[src/rtl/ubdt_pkg.sv]
// ----------------------------------------------------------------------------
// Buffer descriptor table package
// Shared types, command and status codes, and reset values.
// ----------------------------------------------------------------------------
`default_nettype none

package ubdt_pkg;

  localparam int NUM_DESCRIPTORS_DEF = 32;
  localparam int MAX_ENDPOINTS_DEF   = 16;

  localparam logic [11:0] ORIGIN_RST   = 12'h500;
  localparam logic [9:0]  CAPACITY_RST = 10'h300;

  localparam int B_UOWN   = 7;
  localparam int B_DTS    = 6;
  localparam int B_DTSEN  = 3;
  localparam int B_BSTALL = 2;

  localparam logic CFG_ORIGIN   = 1'b0;
  localparam logic CFG_CAPACITY = 1'b1;

  typedef enum logic [3:0] {
    CMD_INIT     = 4'd0,
    CMD_SETUP    = 4'd1,
    CMD_LOOKUP   = 4'd2,
    CMD_PID      = 4'd3,
    CMD_RELEASE  = 4'd4,
    CMD_CLAIM    = 4'd5,
    CMD_GETBUF   = 4'd6,
    CMD_SENT     = 4'd7,
    CMD_STALL    = 4'd8,
    CMD_RECEIVE  = 4'd9,
    CMD_SEND     = 4'd10,
    CMD_SYNC     = 4'd11,
    CMD_SIE_DONE = 4'd12
  } cmd_t;

  typedef enum logic [2:0] {
    ST_OK      = 3'd0,
    ST_BADPARM = 3'd1,
    ST_ERROR   = 3'd2,
    ST_NOMEM   = 3'd3,
    ST_ACCESS  = 3'd4
  } status_t;

  typedef struct packed {
    logic [7:0]  status;
    logic [7:0]  count_low;
    logic [12:0] addr;
  } bd_entry_t;

  typedef struct packed {
    status_t     status;
    logic [5:0]  handle;
    logic [3:0]  pid;
    logic [12:0] addr;
    logic [9:0]  count;
  } result_t;

endpackage

`default_nettype wire

[src/rtl/usb_buffer_descriptor_table.sv]
// ----------------------------------------------------------------------------
// USB buffer descriptor table
// Descriptor store with buffer carving, ownership checks and size lookup.
// ----------------------------------------------------------------------------
// A command is taken when start is high and busy is low, and each command
// produces exactly one result word, shown for one cycle with out_valid; the
// receiver cannot stall it. Init, lookup and commands rejected on their inputs
// alone show their result in the cycle after acceptance. Commands that touch one
// descriptor read it in the evaluation state, which registers their result.
// Stall, receive, send and getbuf on an IN handle also need the buffer size,
// which the block finds in a scan state by reading the following descriptors
// through the single read port of the table RAM, one per cycle, until an
// allocated one is found or the highest set-up handle has been read.
// The next command can be accepted in the cycle that shows a result. Reset
// empties the table at once; no clearing pass is needed.
`default_nettype none

module usb_buffer_descriptor_table #(
  parameter int NUM_DESCRIPTORS = ubdt_pkg::NUM_DESCRIPTORS_DEF,
  parameter int MAX_ENDPOINTS   = ubdt_pkg::MAX_ENDPOINTS_DEF
) (
  input  logic        clk,
  input  logic        rst_n,
  input  logic        start,
  output logic        busy,
  input  logic [3:0]  in_command,
  input  logic [5:0]  in_bd_index,
  input  logic [4:0]  in_endpoint_number,
  input  logic        in_direction_in,
  input  logic [9:0]  in_byte_size,
  input  logic        in_sync_enable,
  input  logic        in_sync_value,
  input  logic [3:0]  in_token_pid,
  output logic        out_valid,
  output logic [2:0]  out_status,
  output logic [5:0]  out_handle_out,
  output logic [3:0]  out_pid_out,
  output logic [12:0] out_buf_address,
  output logic [9:0]  out_byte_count,
  input  logic        psel,
  input  logic        penable,
  input  logic        pwrite,
  input  logic [2:0]  paddr,
  input  logic [31:0] pwdata,
  output logic [31:0] prdata,
  output logic        pready
);

  localparam int IDX_W = $clog2(NUM_DESCRIPTORS);
  localparam int K_W   = IDX_W + 1;
  localparam int ENT_W = $bits(ubdt_pkg::bd_entry_t);
  localparam logic [6:0]     NUM_LIM = 7'(NUM_DESCRIPTORS);
  localparam logic [5:0]     EP_LIM  = 6'(MAX_ENDPOINTS);
  localparam logic [K_W-1:0] K_LIM   = K_W'(NUM_DESCRIPTORS);

  typedef enum logic [1:0] {S_IDLE, S_EVAL, S_SCAN} state_t;

  state_t                state_r, state_nxt;
  logic                  out_valid_r, out_valid_nxt;
  ubdt_pkg::result_t     res_r, res_nxt, res_w;
  logic [11:0]           origin_r, origin_nxt;
  logic [9:0]            capacity_r, capacity_nxt;
  logic [12:0]           alloc_end_r, alloc_end_nxt;
  logic [IDX_W-1:0]      highest_r, highest_nxt;
  logic [NUM_DESCRIPTORS-1:0] valid_r, valid_nxt;
  ubdt_pkg::cmd_t        cmd_r, cmd_nxt;
  logic [IDX_W-1:0]      h_r, h_nxt;
  logic [9:0]            size_r, size_nxt;
  logic                  sen_r, sen_nxt;
  logic                  sval_r, sval_nxt;
  logic [3:0]            pid_r, pid_nxt;
  ubdt_pkg::bd_entry_t   ent_r, ent_nxt, ent_w, rd_ent;
  logic [K_W-1:0]        k_r, k_nxt;
  logic                  pend_r, pend_nxt;
  logic [IDX_W-1:0]      rd_idx_r;

  logic                  ram_we;
  logic [IDX_W-1:0]      ram_raddr;
  logic [ENT_W-1:0]      ram_rdata;

  ubdt_pkg::cmd_t        in_cmd;
  logic [5:0]            setup_h;
  logic [IDX_W-1:0]      idle_h;
  logic                  range_ok, ep_ok, is_in, owned, fin;
  logic                  cfg_wr, cfg_sel;
  logic [12:0]           used13, room13, scan_size;
  logic                  nomem, hit, k_done;

  ubdt_ram #(
    .WIDTH(ENT_W),
    .DEPTH(NUM_DESCRIPTORS)
  ) u_ram (
    .clk  (clk),
    .we   (ram_we),
    .waddr(h_r),
    .wdata(ent_w),
    .raddr(ram_raddr),
    .rdata(ram_rdata)
  );

  assign in_cmd   = ubdt_pkg::cmd_t'(in_command);
  assign setup_h  = {in_endpoint_number, in_direction_in};
  assign idle_h   = (in_cmd == ubdt_pkg::CMD_SETUP) ? setup_h[IDX_W-1:0]
                                                    : in_bd_index[IDX_W-1:0];
  assign range_ok = {1'b0, in_bd_index} < NUM_LIM;
  assign ep_ok    = {1'b0, in_endpoint_number} < EP_LIM;
  assign is_in    = in_bd_index[0];

  assign rd_ent   = valid_r[rd_idx_r] ? ubdt_pkg::bd_entry_t'(ram_rdata) : '0;
  assign owned    = rd_ent.status[ubdt_pkg::B_UOWN];

  assign used13   = alloc_end_r - {1'b0, origin_r};
  assign room13   = {3'b0, capacity_r} - used13;
  assign nomem    = (used13 > {3'b0, capacity_r}) || (room13 < {3'b0, size_r});

  assign hit       = pend_r && (rd_ent.addr != 13'd0);
  assign k_done    = (k_r > K_W'(highest_r)) || (k_r >= K_LIM);
  assign scan_size = hit ? (rd_ent.addr - ent_r.addr) : (alloc_end_r - ent_r.addr);

  assign cfg_wr  = psel && penable && pwrite && pready;
  assign cfg_sel = paddr[2];
  assign pready  = 1'b1;
  assign prdata  = (cfg_sel == ubdt_pkg::CFG_CAPACITY) ? {22'd0, capacity_r}
                                                       : {20'd0, origin_r};

  always_comb begin
    state_nxt     = state_r;
    out_valid_nxt = 1'b0;
    res_nxt       = res_r;
    res_w         = '0;
    origin_nxt    = origin_r;
    capacity_nxt  = capacity_r;
    alloc_end_nxt = alloc_end_r;
    highest_nxt   = highest_r;
    valid_nxt     = valid_r;
    cmd_nxt       = cmd_r;
    h_nxt         = h_r;
    size_nxt      = size_r;
    sen_nxt       = sen_r;
    sval_nxt      = sval_r;
    pid_nxt       = pid_r;
    ent_nxt       = ent_r;
    k_nxt         = k_r;
    pend_nxt      = pend_r;
    ram_we        = 1'b0;
    ram_raddr     = k_r[IDX_W-1:0];
    ent_w         = ent_r;
    fin           = 1'b0;

    if (cfg_wr) begin
      if (cfg_sel == ubdt_pkg::CFG_CAPACITY) begin
        capacity_nxt = pwdata[9:0];
      end else begin
        origin_nxt = pwdata[11:0];
      end
    end

    case (state_r)
      S_IDLE: begin
        ram_raddr = idle_h;
        if (start) begin
          cmd_nxt  = in_cmd;
          h_nxt    = idle_h;
          size_nxt = in_byte_size;
          sen_nxt  = in_sync_enable;
          sval_nxt = in_sync_value;
          pid_nxt  = in_token_pid;
          case (in_cmd)
            ubdt_pkg::CMD_INIT: begin
              valid_nxt     = '0;
              alloc_end_nxt = {1'b0, origin_r};
              highest_nxt   = '0;
              fin           = 1'b1;
            end
            ubdt_pkg::CMD_SETUP: begin
              if (!ep_ok || in_byte_size == 10'd0 || {1'b0, setup_h} >= NUM_LIM) begin
                res_w.status = ubdt_pkg::ST_BADPARM;
                fin          = 1'b1;
              end else if (setup_h < 6'(highest_r)) begin
                res_w.status = ubdt_pkg::ST_ERROR;
                fin          = 1'b1;
              end else begin
                state_nxt = S_EVAL;
              end
            end
            ubdt_pkg::CMD_LOOKUP: begin
              if (!ep_ok) begin
                res_w.status = ubdt_pkg::ST_BADPARM;
              end else begin
                res_w.handle = setup_h;
              end
              fin = 1'b1;
            end
            ubdt_pkg::CMD_RELEASE: begin
              if (!range_ok) begin
                fin = 1'b1;
              end else begin
                state_nxt = S_EVAL;
              end
            end
            ubdt_pkg::CMD_SENT, ubdt_pkg::CMD_SEND: begin
              if (!range_ok || !is_in) begin
                res_w.status = ubdt_pkg::ST_BADPARM;
                fin          = 1'b1;
              end else begin
                state_nxt = S_EVAL;
              end
            end
            ubdt_pkg::CMD_RECEIVE: begin
              if (!range_ok || is_in) begin
                res_w.status = ubdt_pkg::ST_BADPARM;
                fin          = 1'b1;
              end else begin
                state_nxt = S_EVAL;
              end
            end
            ubdt_pkg::CMD_PID, ubdt_pkg::CMD_CLAIM, ubdt_pkg::CMD_GETBUF,
            ubdt_pkg::CMD_STALL, ubdt_pkg::CMD_SYNC, ubdt_pkg::CMD_SIE_DONE: begin
              if (!range_ok) begin
                res_w.status = ubdt_pkg::ST_BADPARM;
                fin          = 1'b1;
              end else begin
                state_nxt = S_EVAL;
              end
            end
            default: begin
              res_w.status = ubdt_pkg::ST_BADPARM;
              fin          = 1'b1;
            end
          endcase
        end
      end

      S_EVAL: begin
        ent_nxt = rd_ent;
        ent_w   = rd_ent;
        case (cmd_r)
          ubdt_pkg::CMD_SETUP: begin
            if (rd_ent.addr != 13'd0) begin
              res_w.status = ubdt_pkg::ST_ERROR;
            end else if (nomem) begin
              res_w.status = ubdt_pkg::ST_NOMEM;
            end else begin
              ent_w.status    = {rd_ent.status[7:2], size_r[9:8]};
              ent_w.count_low = size_r[7:0];
              ent_w.addr      = alloc_end_r;
              ram_we          = 1'b1;
              alloc_end_nxt   = alloc_end_r + {3'b0, size_r};
              highest_nxt     = h_r;
            end
            fin = 1'b1;
          end
          ubdt_pkg::CMD_RELEASE: begin
            ent_w.status[ubdt_pkg::B_UOWN] = 1'b1;
            ram_we = 1'b1;
            fin    = 1'b1;
          end
          ubdt_pkg::CMD_CLAIM: begin
            ent_w.status[ubdt_pkg::B_UOWN] = 1'b0;
            ram_we = 1'b1;
            fin    = 1'b1;
          end
          ubdt_pkg::CMD_PID: begin
            if (owned) begin
              res_w.status = ubdt_pkg::ST_ACCESS;
            end else begin
              res_w.pid = rd_ent.status[5:2];
            end
            fin = 1'b1;
          end
          ubdt_pkg::CMD_SENT: begin
            if (owned) begin
              res_w.status = ubdt_pkg::ST_ACCESS;
            end else begin
              res_w.count = {rd_ent.status[1:0], rd_ent.count_low};
            end
            fin = 1'b1;
          end
          ubdt_pkg::CMD_SYNC: begin
            if (owned) begin
              res_w.status = ubdt_pkg::ST_ACCESS;
            end else begin
              ent_w.status[ubdt_pkg::B_DTSEN] = sen_r;
              ent_w.status[ubdt_pkg::B_DTS]   = sval_r;
              ram_we = 1'b1;
            end
            fin = 1'b1;
          end
          ubdt_pkg::CMD_SIE_DONE: begin
            ent_w.status    = {1'b0, rd_ent.status[ubdt_pkg::B_DTS], pid_r, size_r[9:8]};
            ent_w.count_low = size_r[7:0];
            ram_we = 1'b1;
            fin    = 1'b1;
          end
          ubdt_pkg::CMD_GETBUF: begin
            if (owned) begin
              res_w.status = ubdt_pkg::ST_ACCESS;
              fin          = 1'b1;
            end else if (rd_ent.addr == 13'd0) begin
              res_w.status = ubdt_pkg::ST_ERROR;
              fin          = 1'b1;
            end else if (h_r[0]) begin
              k_nxt     = K_W'(h_r) + K_W'(1);
              pend_nxt  = 1'b0;
              state_nxt = S_SCAN;
            end else begin
              res_w.addr  = rd_ent.addr;
              res_w.count = {rd_ent.status[1:0], rd_ent.count_low};
              fin         = 1'b1;
            end
          end
          ubdt_pkg::CMD_STALL, ubdt_pkg::CMD_RECEIVE, ubdt_pkg::CMD_SEND: begin
            if (owned) begin
              res_w.status = ubdt_pkg::ST_ACCESS;
              fin          = 1'b1;
            end else begin
              k_nxt     = K_W'(h_r) + K_W'(1);
              pend_nxt  = 1'b0;
              state_nxt = S_SCAN;
            end
          end
          default: begin
            res_w.status = ubdt_pkg::ST_BADPARM;
            fin          = 1'b1;
          end
        endcase
      end

      S_SCAN: begin
        if (hit || k_done) begin
          fin = 1'b1;
          case (cmd_r)
            ubdt_pkg::CMD_GETBUF: begin
              res_w.addr  = ent_r.addr;
              res_w.count = scan_size[9:0];
            end
            ubdt_pkg::CMD_STALL, ubdt_pkg::CMD_RECEIVE: begin
              ent_w.status    = {ent_r.status[7:2], scan_size[9:8]};
              ent_w.count_low = scan_size[7:0];
              ent_w.status[ubdt_pkg::B_BSTALL] = (cmd_r == ubdt_pkg::CMD_STALL);
              ent_w.status[ubdt_pkg::B_UOWN]   = 1'b1;
              ram_we = 1'b1;
            end
            ubdt_pkg::CMD_SEND: begin
              if (scan_size < {3'b0, size_r}) begin
                res_w.status = ubdt_pkg::ST_BADPARM;
              end else begin
                ent_w.status    = {ent_r.status[7:2], size_r[9:8]};
                ent_w.count_low = size_r[7:0];
                ent_w.status[ubdt_pkg::B_BSTALL] = 1'b0;
                ent_w.status[ubdt_pkg::B_UOWN]   = 1'b1;
                ram_we = 1'b1;
              end
            end
            default: begin
              res_w.status = ubdt_pkg::ST_BADPARM;
            end
          endcase
        end else begin
          ram_raddr = k_r[IDX_W-1:0];
          k_nxt     = k_r + K_W'(1);
          pend_nxt  = 1'b1;
        end
      end

      default: begin
        state_nxt = S_IDLE;
      end
    endcase

    if (ram_we) begin
      valid_nxt[h_r] = 1'b1;
    end

    if (fin) begin
      out_valid_nxt = 1'b1;
      res_nxt       = res_w;
      state_nxt     = S_IDLE;
    end
  end

  always_ff @(posedge clk) begin
    res_r    <= res_nxt;
    cmd_r    <= cmd_nxt;
    h_r      <= h_nxt;
    size_r   <= size_nxt;
    sen_r    <= sen_nxt;
    sval_r   <= sval_nxt;
    pid_r    <= pid_nxt;
    ent_r    <= ent_nxt;
    k_r      <= k_nxt;
    pend_r   <= pend_nxt;
    rd_idx_r <= ram_raddr;
    if (!rst_n) begin
      state_r     <= S_IDLE;
      out_valid_r <= 1'b0;
      origin_r    <= ubdt_pkg::ORIGIN_RST;
      capacity_r  <= ubdt_pkg::CAPACITY_RST;
      alloc_end_r <= {1'b0, ubdt_pkg::ORIGIN_RST};
      highest_r   <= '0;
      valid_r     <= '0;
    end else begin
      state_r     <= state_nxt;
      out_valid_r <= out_valid_nxt;
      origin_r    <= origin_nxt;
      capacity_r  <= capacity_nxt;
      alloc_end_r <= alloc_end_nxt;
      highest_r   <= highest_nxt;
      valid_r     <= valid_nxt;
    end
  end

  assign busy            = (state_r != S_IDLE);
  assign out_valid       = out_valid_r;
  assign out_status      = res_r.status;
  assign out_handle_out  = res_r.handle;
  assign out_pid_out     = res_r.pid;
  assign out_buf_address = res_r.addr;
  assign out_byte_count  = res_r.count;

endmodule

`default_nettype wire

[src/rtl/ubdt_ram.sv]
// ----------------------------------------------------------------------------
// Generic single-port-write RAM
// One write port and one read port; read data is registered.
// ----------------------------------------------------------------------------
`default_nettype none

module ubdt_ram #(
  parameter int WIDTH = 8,
  parameter int DEPTH = 32
) (
  input  logic                     clk,
  input  logic                     we,
  input  logic [$clog2(DEPTH)-1:0] waddr,
  input  logic [WIDTH-1:0]         wdata,
  input  logic [$clog2(DEPTH)-1:0] raddr,
  output logic [WIDTH-1:0]         rdata
);

  logic [WIDTH-1:0] mem [DEPTH];

  always_ff @(posedge clk) begin
    if (we) begin
      mem[waddr] <= wdata;
    end
    rdata <= mem[raddr];
  end

endmodule

`default_nettype wire

[config.mk]
export PLATFORM = sky130hd
export DESIGN_NAME = usb_buffer_descriptor_table
export DESIGN_NICKNAME = d
export VERILOG_FILES = /design/src/rtl/ubdt_pkg.sv /design/src/rtl/usb_buffer_descriptor_table.sv /design/src/rtl/ubdt_ram.sv
export SDC_FILE = /design/constraint.sdc
export NUM_CORES = 2
export LEC_CHECK = 0
export BUFFER_PORTS_ARGS = -buffer_cell sky130_fd_sc_hd__buf_2
export CORE_UTILIZATION = 45
export DETAILED_ROUTE_END_ITERATION = 6
export GPL_TIMING_DRIVEN = 1
export HOLD_SLACK_MARGIN = 0.02
export REMOVE_ABC_BUFFERS = 1
export SLEW_MARGIN = 0
export SYNTH_ARGS = -nofsm -noshare
export SYNTH_HDL_FRONTEND = slang
export SYNTH_SLANG_ARGS = --single-unit
export TNS_END_PERCENT = 20
[constraint.sdc]
create_clock -name clk -period 7.3 [get_ports clk]
set_input_delay 0.365 -clock clk [delete_from_list [all_inputs] [get_ports clk]]
set_output_delay 0.365 -clock clk [all_outputs]
set_load 0.01 [all_outputs]
==> impl_metrics.env <==
export IMPL_dp_slack_ps=597
export IMPL_hold_viol=0
export IMPL_synth_ff_type="edfxtp_1"
export IMPL_p_total_uw=16800
export IMPL_hold_end="h_r[1]$_DFFE_PP_"
export IMPL_fin_nets=3328
export IMPL_grt_pass1_wl_mm=176
export IMPL_post_cts_buffers=0
export IMPL_power_frac_comb_pct=20.6
export IMPL_slowest_stage="a221o_1"
export IMPL_dr_total_vias=27148
export IMPL_ys_ff_latch=1099
export IMPL_power_clock_fraction_pct=34.0
export IMPL_cp_end_kind="register"
export IMPL_postSynthAreaPerCell_um2=15.5
export IMPL_netlist_area_um2=46300
export IMPL_min_path_type="in2reg"
export IMPL_die_area_um2=104000
export IMPL_synth_edff_count=991
export IMPL_r2r_slack_ps=400
export IMPL_clkTransAtPathRegs_ps=60
export IMPL_p_leak_uw=0.0178
export IMPL_start_util_pct=45.4
export IMPL_intPower_uw=12000
export IMPL_antenna_found_initial=3
export IMPL_io_pins=144
export IMPL_crit_path_start_kind="register"
export IMPL_crit_path_max_incr_delay_ps=1010
export IMPL_wl_per_cell_um=25.7
export IMPL_setup_slack_ps=404
export IMPL_first_pass_iters=6
export IMPL_grt_pass1_vias=27304
export IMPL_yosys_top_cells_area="edfxtp_1 (64%), mux4_2 (11%), dfxtp_1 (4.7%), nand2_1 (3.3%), ha_1 (2.1%)"
export IMPL_min_from="in_bd_index[1]"
export IMPL_track_usage_pct=22.9
export IMPL_finalMaxSlewViolations=0
export IMPL_clkLatencyLatePin_ps=710
export IMPL_post_cts_resized=0
export IMPL_final_util_pct=52.1
export IMPL_area_growth_synth_to_final_pct=14.7
export IMPL_cpMostUsedCell="ha_1"
export IMPL_postSynthCellCount=2989
export IMPL_via_per_inst=5.85
export IMPL_coreArea_um2=102000
export IMPL_port_buffers=99
export IMPL_fin_crit_sh_pct=94.5
export IMPL_synth_distinct_cells=77
export IMPL_p_switching_uw=4820
export IMPL_rsz0062_at_grt="no"
export IMPL_die_w_um=323
export IMPL_routed_wl_mm=119
export IMPL_cts_sinks=1099
export IMPL_cp_data_arrival_time_ps=7210
export IMPL_cp_max_fo=32
export IMPL_rr_worst_depth=23
export IMPL_layout_min_cycle_time_ps=6900
export IMPL_overflow=0
export IMPL_max_cap_violations=0
export IMPL_critical_path_class="reg2reg"
export IMPL_vdd_ir_drop_max_uv=236
export IMPL_synth_warnings=0
export IMPL_max_freq_mhz=145
export IMPL_ant_nets=0
export IMPL_cp_cell_sequence="inv_1 -> ha_1 -> inv_1 -> fa_1 -> a211oi_1 -> o21bai_1 -> a21oi_1 -> xor2_1 -> ha_1 -> nor3_1 -> o21ai_1 -> a21oi_1 -> xnor2_1 -> ha_1 -> and4_1 -> a221o_1 -> o21ai_0 -> a221oi_1 -> o211ai_1 -> nand2_1 -> mux2i_1 -> o21ai_0 -> a221o_1"
export IMPL_die_y_um=323
export IMPL_synth_top_area_share_pct=64.3
export IMPL_worst_slew_pin_slew_ps=1340
export IMPL_r2r_start="alloc_end_r[0]$_SDFFE_PN0P_"
export IMPL_pwr_share_seq_pct=45.4
export IMPL_yosysMostFrequentCell="edfxtp_1"
export IMPL_setup_viol=0
export IMPL_reg2reg_to="u_ram.mem[22][22]$_DFFE_PP_"
export IMPL_grt_max_degree=137
export IMPL_dpl_hpwl_mm=70.7
export IMPL_htreeDepth=3
export IMPL_crit_family="compound AO/OA/AOI/OAI gates"
export IMPL_gp_congestion=0.896
export IMPL_route_detailed_drc=0
export IMPL_hold_path_cell_count=3
export IMPL_clockBufferDepth=3
export IMPL_worst_path_buf_inv=2
export IMPL_yosys_top_cells_count="edfxtp_1 (991), nand2_1 (413), mux4_2 (224), a21oi_1 (161), dfxtp_1 (108)"
export IMPL_root_buffer="clkbuf_16"
export IMPL_synthArstFlopShare_pct=0
export IMPL_cp_startpoint="alloc_end_r[0]$_SDFFE_PN0P_"
export IMPL_synth_top_area_cell="edfxtp_1"
export IMPL_drive_gt1_share_pct=20.7
export IMPL_cts_tree="yes"
export IMPL_ys_seq_area_share_pct=69.0
export IMPL_cts_buffers=109
export IMPL_power_density_nw_per_um2=316
export IMPL_swShare_pct=28.8
export IMPL_drt_iter0_markers=2651
export IMPL_outcome="finished, final reports clean"
export IMPL_required_ps=7620
export IMPL_relSlewSlack_pct=10.7
export IMPL_num_rows=117
export IMPL_fin_skew_ps=26.0
==> sequential cells by signal, summed over array words and instances (netlist names) <==
| signal | flops |
|---|---|
| origin_r | 12 |
| out_buf_address | 13 |
| k_r | 6 |
| valid_r | 32 |
| rd_idx_r | 5 |
| out_valid | 1 |
| sen_r | 1 |
| size_r | 10 |
| out_byte_count | 10 |
| state_r | 2 |
| cmd_r | 4 |
| out_handle_out | 6 |
| alloc_end_r | 13 |
| pid_r | 4 |
| u_ram.mem | 896 |
| out_pid_out | 4 |
| u_ram.rdata | 28 |
| h_r | 5 |
| out_status | 3 |
| pend_r | 1 |
| highest_r | 5 |
| ent_r | 28 |
| capacity_r | 10 |
==> cell families (layout without fill, tap and decap cells) <==
kind of cell             Yosys count  after routing  share of synthesized area [%]
XOR/XNOR                          33             33                          0.624
other                              2             24                         0.0162
flip-flops                      1099           1099                           69.0
AO/OA/AOI/OAI                    432            432                           5.68
AND/OR/NAND/NOR                  815            815                           7.92
buffers and inverters            248            507                           2.43
adder cells (fa/ha/maj)           80             80                           2.23
multiplexers                     280            280                           12.1
==> what timing repair did <==
action / in CTS / in global routing
endpoints found under the hold margin: 50 / 0
hold buffers: 42 / 0
setup endpoints to repair: 0 / 0
==> worst max-delay path by stage <==
stage | endpoint | slack [ps] | cells past startpoint
2_1_floorplan | u_ram.rdata[0]$_DFF_P_ | -15280 | 8
3_3_place_gp | u_ram.mem[10][15]$_DFFE_PP_ | 730 | 28
3_5_place_dp | u_ram.mem[28][21]$_DFFE_PP_ | 600 | 28
4_1_cts | u_ram.mem[25][22]$_DFFE_PP_ | 580 | 23
5_1_grt | u_ram.mem[22][22]$_DFFE_PP_ | 30 | 23
6_report | u_ram.mem[22][22]$_DFFE_PP_ | 400 | 23
==> per-stage QoR <==
step           cells  setup TNS, ps  area, µm²  hold slack [ps]
6_report        4638              0      53100             99.8
3_5_place_dp    4389              0      49000              443
3_3_place_gp    4389              0      49000              435
2_1_floorplan   2835       -1051350      45500              424
5_1_grt         4636              0      53100              118
4_1_cts         4635              0      53100             63.9
==> per-layer routing <==
| metal | global-route usage [%] | vias up | part of all wire, % |
|---|---|---|---|
| met4 | 7.32 | 0 | 2.6 |
| met3 | 3.15 | 163 | 6.4 |
| met5 | 0 | - | 0 |
| li1 | - | 11865 | - |
| met1 | 31.6 | 14097 | 43 |
| met2 | 37.8 | 1023 | 48 |
==> tightest hold or removal path: stages <==
cell and delay, ps:
buf_2 80, mux2i_1 140, inv_1 90
==> placed cells by master, fill, tap and decap left out, types with 88 or more instances in the layout <==
cell type,netlist,final
mux4_2,224,224
o21ai_0,97,88
dfxtp_1,108,108
a21oi_1,161,144
nor2_1,106,106
nand2_1,413,413
buf_2,26,99
clkbuf_16,0,111
nand3_1,106,106
edfxtp_1,991,991
==> power by group through the flow <==
stage | combinational, µW | sequential, µW | clock (µW)
finish | 3460 | 7620 | 5700
global route | 3750 | 7630 | 6010
CTS | 3470 | 7620 | 5780
detailed placement | 3430 | 7750 | 0
global placement | 3370 | 7750 | 0
floorplan | 2740 | 7730 | 0
==> layout make-up <==
cell class                 count  area (µm²)
multi-input combinational   1662       13700
clock buffer                 140        2960
timing repair buffer         229        1800
antenna                        2        5.00
fill                        8270       48800
tap                         1368        1710
clock inverter                64         679
sequential                  1099       31900
inverter                      74         283
(Power assumes the default switching activity.)
